<file path="src/hw/rtl/frame_scene_change_meter_defines.svh">
// ----------------------------------------------------------------------------
// Scene change meter assertion macros
// Shared concurrent assertion forms, clocked on clk and disabled in reset.
// ----------------------------------------------------------------------------
`ifndef FRAME_SCENE_CHANGE_METER_DEFINES_SVH
`define FRAME_SCENE_CHANGE_METER_DEFINES_SVH

// Same-cycle implication.
`define FSCM_ASSERT_IMP(label, ante, cons, msg) \
	label: assert property (@(posedge clk) disable iff (!arst_n) (ante) |-> (cons)) \
	else $error(msg);

// Next-cycle implication.
`define FSCM_ASSERT_NXT(label, ante, cons, msg) \
	label: assert property (@(posedge clk) disable iff (!arst_n) (ante) |=> (cons)) \
	else $error(msg);

`endif

</file>
<file path="src/hw/rtl/fscm_pkg.sv">
// ----------------------------------------------------------------------------
// Scene change meter package
// Field widths, luminance weights, register indexes and control state codes.
// ----------------------------------------------------------------------------
package fscm_pkg;

	localparam int PIXEL_W     = 16;
	localparam int LUMA_W      = 8;
	localparam int Q_W         = 16;
	localparam int USED_OUT_W  = 11;
	localparam int CFG_DATA_W  = 11;
	localparam int REG_IDX_W   = 1;
	localparam int SUM_W       = 32;
	localparam int WSUM_W      = 15;
	localparam int RECIP_W     = 13;
	localparam int PROD_W      = WSUM_W + RECIP_W;
	localparam int RECIP_SHIFT = 19;

	// 30/59/11 luminance weights, divide by 100 as multiply by 5243 / 2^19
	localparam logic [6:0]         LUMA_WR   = 7'd30;
	localparam logic [6:0]         LUMA_WG   = 7'd59;
	localparam logic [6:0]         LUMA_WB   = 7'd11;
	localparam logic [RECIP_W-1:0] RECIP_100 = 13'd5243;

	localparam logic [CFG_DATA_W-1:0] FRAME_WIDTH_RST = 11'd160;

	typedef enum logic [REG_IDX_W-1:0] {
		REG_COLOR_MODE  = 1'b0,
		REG_FRAME_WIDTH = 1'b1
	} fscm_reg_t;

	typedef enum logic [2:0] {
		ST_RUN,
		ST_DRAIN,
		ST_LSTART,
		ST_LWAIT,
		ST_DSTART,
		ST_DWAIT,
		ST_OUT
	} fscm_state_t;

	// floor(c * 255 / 31): 8c plus the count of thresholds of 7c / 31
	function automatic logic [LUMA_W-1:0] expand5(input logic [4:0] c);
		logic [2:0] k;
		k = 3'(c >= 5'd5) + 3'(c >= 5'd9) + 3'(c >= 5'd14) + 3'(c >= 5'd18)
			+ 3'(c >= 5'd23) + 3'(c >= 5'd27) + 3'(c >= 5'd31);
		return {c, 3'b000} + 8'(k);
	endfunction

	// floor(c * 255 / 63): 4c plus floor(c / 21)
	function automatic logic [LUMA_W-1:0] expand6(input logic [5:0] c);
		logic [1:0] k;
		k = 2'(c >= 6'd21) + 2'(c >= 6'd42) + 2'(c >= 6'd63);
		return {c, 2'b00} + 8'(k);
	endfunction

endpackage

</file>
<file path="src/hw/rtl/fscm_div.sv">
// ----------------------------------------------------------------------------
// Scene change meter divider
// Saturating Q0.16 restoring divider: floor(num * 2^16 / den), one bit a cycle.
// ----------------------------------------------------------------------------
module fscm_div #(
	parameter int DEN_W = 19
) (
	input  logic                       clk,
	input  logic                       arst_n,
	input  logic                       start,
	input  logic [fscm_pkg::SUM_W-1:0] num,
	input  logic [DEN_W-1:0]           den,
	output logic                       done,
	output logic [fscm_pkg::Q_W-1:0]   quo
);

	localparam int CNT_W = $clog2(fscm_pkg::Q_W + 1);

	logic             busy_q;
	logic             done_q;
	logic [CNT_W-1:0] cnt_q;
	logic [DEN_W-1:0] den_q;
	logic [DEN_W-1:0] rem_q;
	logic [fscm_pkg::Q_W-1:0] quo_q;

	logic [DEN_W:0] trial;
	logic           ge;

	assign trial = {rem_q, 1'b0};
	assign ge    = trial >= {1'b0, den_q};

	always_ff @(posedge clk or negedge arst_n) begin
		if (!arst_n) begin
			busy_q <= 1'b0;
			done_q <= 1'b0;
			cnt_q  <= '0;
		end else begin
			done_q <= 1'b0;
			if (start) begin
				// quotient of 2^16 or more: saturate at once
				if (num >= fscm_pkg::SUM_W'(den)) begin
					busy_q <= 1'b0;
					done_q <= 1'b1;
				end else begin
					busy_q <= 1'b1;
					cnt_q  <= CNT_W'(fscm_pkg::Q_W);
				end
			end else if (busy_q) begin
				cnt_q <= cnt_q - 1'b1;
				if (cnt_q == CNT_W'(1)) begin
					busy_q <= 1'b0;
					done_q <= 1'b1;
				end
			end
		end
	end

	always_ff @(posedge clk) begin
		if (start) begin
			den_q <= den;
			rem_q <= DEN_W'(num);
			quo_q <= (num >= fscm_pkg::SUM_W'(den)) ? '1 : '0;
		end else if (busy_q) begin
			rem_q <= ge ? DEN_W'(trial - {1'b0, den_q}) : DEN_W'(trial);
			quo_q <= {quo_q[fscm_pkg::Q_W-2:0], ge};
		end
	end

	assign done = done_q;
	assign quo  = quo_q;

endmodule

</file>
<file path="config.mk">
export PLATFORM = sky130hd
export DESIGN_NAME = fscm_div
export DESIGN_NICKNAME = d
export VERILOG_FILES = /design/src/hw/rtl/frame_scene_change_meter_defines.svh /design/src/hw/rtl/fscm_pkg.sv /design/src/hw/rtl/fscm_div.sv
export SDC_FILE = /design/constraint.sdc
export NUM_CORES = 1
export LEC_CHECK = 0
export ABC_AREA = 1
export BUFFER_PORTS_ARGS = -buffer_cell sky130_fd_sc_hd__buf_2
export CAP_MARGIN = 20
export CORE_MARGIN = 4
export CORE_UTILIZATION = 45
export CTS_CLUSTER_SIZE = 8
export DETAILED_ROUTE_END_ITERATION = 10
export PLACE_DENSITY = 0.69
export SETUP_SLACK_MARGIN = 0.2
export SYNTH_ARGS = -nofsm -noshare
export SYNTH_HDL_FRONTEND = slang
export SYNTH_SLANG_ARGS = --single-unit
</file>
<file path="constraint.sdc">
create_clock -name clk -period 1.9 [get_ports clk]
set_input_delay 0.095 -clock clk [delete_from_list [all_inputs] [get_ports clk]]
set_output_delay 0.095 -clock clk [all_outputs]
set_load 0.01 [all_outputs]
</file>
==> qor.txt <==
Yosys reg bits: 61
Setup CP Type: reg -> reg
Dpl ws: -286.6 ps
Core region area: 0.009284 sq mm
Synth area leader: edfxtp_1
Crit Reg-Reg Endpoint: rem_q[17]
Final setup viols: 18
Largest net degree at the start of global routing: 25
Outcome: complete, but fails checks
Met3 WL: 749 um
Cell depth of the worst setup path: 11
Ys flop type: edfxtp_1
Area grow syn2layout: 45.93%
Clock power share: 25.6%
Clock-pin slew on the worst setup and hold paths: 70 ps
Slew @ Worst Pin: 421.7 ps
Tmin final: 2084 ps
Worst-skew pair later-pin latency: 350 ps
TritonCTS buffer count: 9
Startpoint Class: register
Die Ht: 105.8 um
Clock Tree Buf Depth: 2
Synth cell count leaders: nand2_1, inv_1, edfxtp_1, nand3_1, ha_1
Vias per std cell: 5.077
Pins Over Slew Limit: 0
Detail Placement HPWL: 8925 um
# IOs: 71
Vias in the first global route: 4,425
CP Buf/Inv Count: 2
GPL Wtd Cong: 0.9470
Avg Inst Size Synth: 7.883 sq um
Top-count cell post-synth: nand2_1
CP startpoint: rem_q[11]
CP dominant cell by count: nand2_1
Clk_skew: 5.616 ps
CP max FO: 4
Die area: 0.01119 sq mm
Global route total overflow: 0
Post-synth EDFFs: 54
Max frequency: 479.9 MHz
Reg2Reg Depth: 11
Leak Pwr: 3.068 nW
Post-synth cell types: 35
P_int: 3.366 mW
Post-Syn Nets: 641
Logic pwr share: 41.2%
Die Wd: 105.8 um
Synth area leaders: edfxtp_1, nand2_1, ha_1
CP max stage cell: edfxtp_1
CP endpoint: rem_q[17]
Design Area, Final: 0.006281 sq mm
Clk sink count: 61
TritonCTS clock tree: yes
Layout net count: 810
Hold path cells: 3
Async SR Flop Fraction: 11.48%
Mapped Cells: 546
Failing checks: negative setup slack
Worst hold slack: 37.85 ps
Top Layer Used: met4
M1 wire length: 4937 um
Initial antenna violation count: 0
Overall routed net length: 12,340 um
Worst reg2reg setup slack: -180 ps
Drt drc: 0
Req. time, crit path: 2010 ps
Via count: 4,310
PwrDens: 811.3 mW/mm^2
Critical path's top delay family: simple AND/OR/NAND/NOR gates
Clk root buf: clkbuf_8
Drt pass-1 iters: 7
Max_cap viols: 0
Sw Ratio: 33.94%
RR Startpoint: rem_q[11]
RSZ-0062 raised after global routing: yes
Met2 WL: 6296 um
Placed instance area: 0.005379 sq mm
Seq/Total Area, Yosys: 41.74%
FILL cells: 742
Final Cycle Share: 109.7%
Sw Pwr: 1.729 mW
Final Hold Viols: 0
Synth top area share: 37.67%
# rows: 35
Overall Power: 5.096 mW
First-pass GRT wire length: 20,200 um
Wire per inst: 14.54 um
Final Worst Setup Slack: -183.6 ps
CP max stage delay: 460 ps
GRT Util Overall: 22.58%
H-tree depth: 3
Antenna-violating nets left: 0
Initial core utilization: 46.36%
Hold/Removal Path Class: in -> reg
Cell breakdown of the critical path: ha_4, buf_4, nand2_1, nor2_2, inv_1, nor3_1, nand2_2, nand3_2, nand3_2, nand2_1, nand2_1
Port bufs: 70
Critical Path End Type: register
1st-iter DRT viols: 257
Fraction of layout cells with a size suffix above 1: 34.03%
Maximum vdd drop: 0.4138 mV
Sequential power share: 33.2%
Yosys Warn Count: 0
Data arrival time of the critical path: 2190 ps
Antenna cells: 0
Relative slew slack: 71.79%
Mapped Area: 0.004304 sq mm
-- what timing repair did --
item,CTS,global route
setup buffers,18,2
setup endpoints to repair,20,20
hold buffers,20,0
gates cloned,2,0
gates resized for setup,60,11
hold endpoints to repair,26,0
pin swaps,31,13
-- power by group through the flow --
stage | clock network, mW | logic (mW) | registers [mW]
after CTS | 1.30 | 2.01 | 1.69
after floorplan | 0 | 1.03 | 1.70
after detailed placement | 0 | 1.69 | 1.71
after global placement | 0 | 1.66 | 1.71
after global routing | 1.37 | 2.31 | 1.71
final | 1.31 | 2.10 | 1.69
-- cells in the final DEF (no fill, tap or decap), types with 11 or more instances in the layout --
cell and count:
buf_2 71, inv_2 12, nand3_2 13, dlygate4sd3_1 20
ha_1 23, edfxtp_1 54, nor2_1 27, nand3_1 35
buf_4 69, ha_4 17, inv_1 69, a21oi_1 20
nand2_1 171, nand2_2 11
-- how the worst min path moves through the flow --
stage	startpoint	end	slack, ps
floorplan	arst_n	busy_q	-200
global placement	arst_n	done	-60
detailed placement	arst_n	done	-70
CTS	num[10]	rem_q[10]	30
global route	num[16]	rem_q[16]	50
finish	num[10]	rem_q[10]	40
-- routing by layer --
layer / up-vias / track usage (%)
li1: 2130 / -
met1: 2002 / 27.05
met2: 146 / 40.30
met3: 32 / 3.858
met4: 0 / 8.603
met5: - / 0
-- worst min-delay path, delay by kind of cell --
kind                   cells  cell delay (ps)
buffers and inverters      1               90
and+or+nand+nor            2              100
-- metrics by stage --
step / utilization (%) / TNS (ps) / instances
after CTS: 67.14 / -1952 / 847
after global placement: 57.94 / -3350 / 791
after global routing: 67.66 / -4779 / 849
after floorplan: - / 0 / 546
final: 67.66 / -2530 / 849
after detailed placement: 57.94 / -4022 / 791
-- cell type report --
class                   instances  area [sq um]  share of cell area, %
clock buffers                  10         127.6                  2.032
repair buffers                169          1239                  19.72
inverters                      82         307.8                  4.900
multi-input cells             392          2561                  40.78
clock inverters                 6         87.58                  1.394
well taps                     129         161.4                  2.570
flip-flops and latches         61          1797                  28.61
-- sequential cells by signal, summed over array words and instances, names as in the netlist --
signal,count
busy_q,1
cnt_q,5
den_q,19
done,1
quo,16
rem_q,19
-- logic make-up after synthesis --
kind of cell	Yosys count	synth area share (%)
xor gates and xnor gates	9	1.831
buffers and inverters	93	8.779
adders and majority gates	41	12.09
DFF	61	41.74
and+or+nand+nor	291	29.33
AOI/OAI and AO/OA	51	6.221
Power figures use the tool's default switching activity.
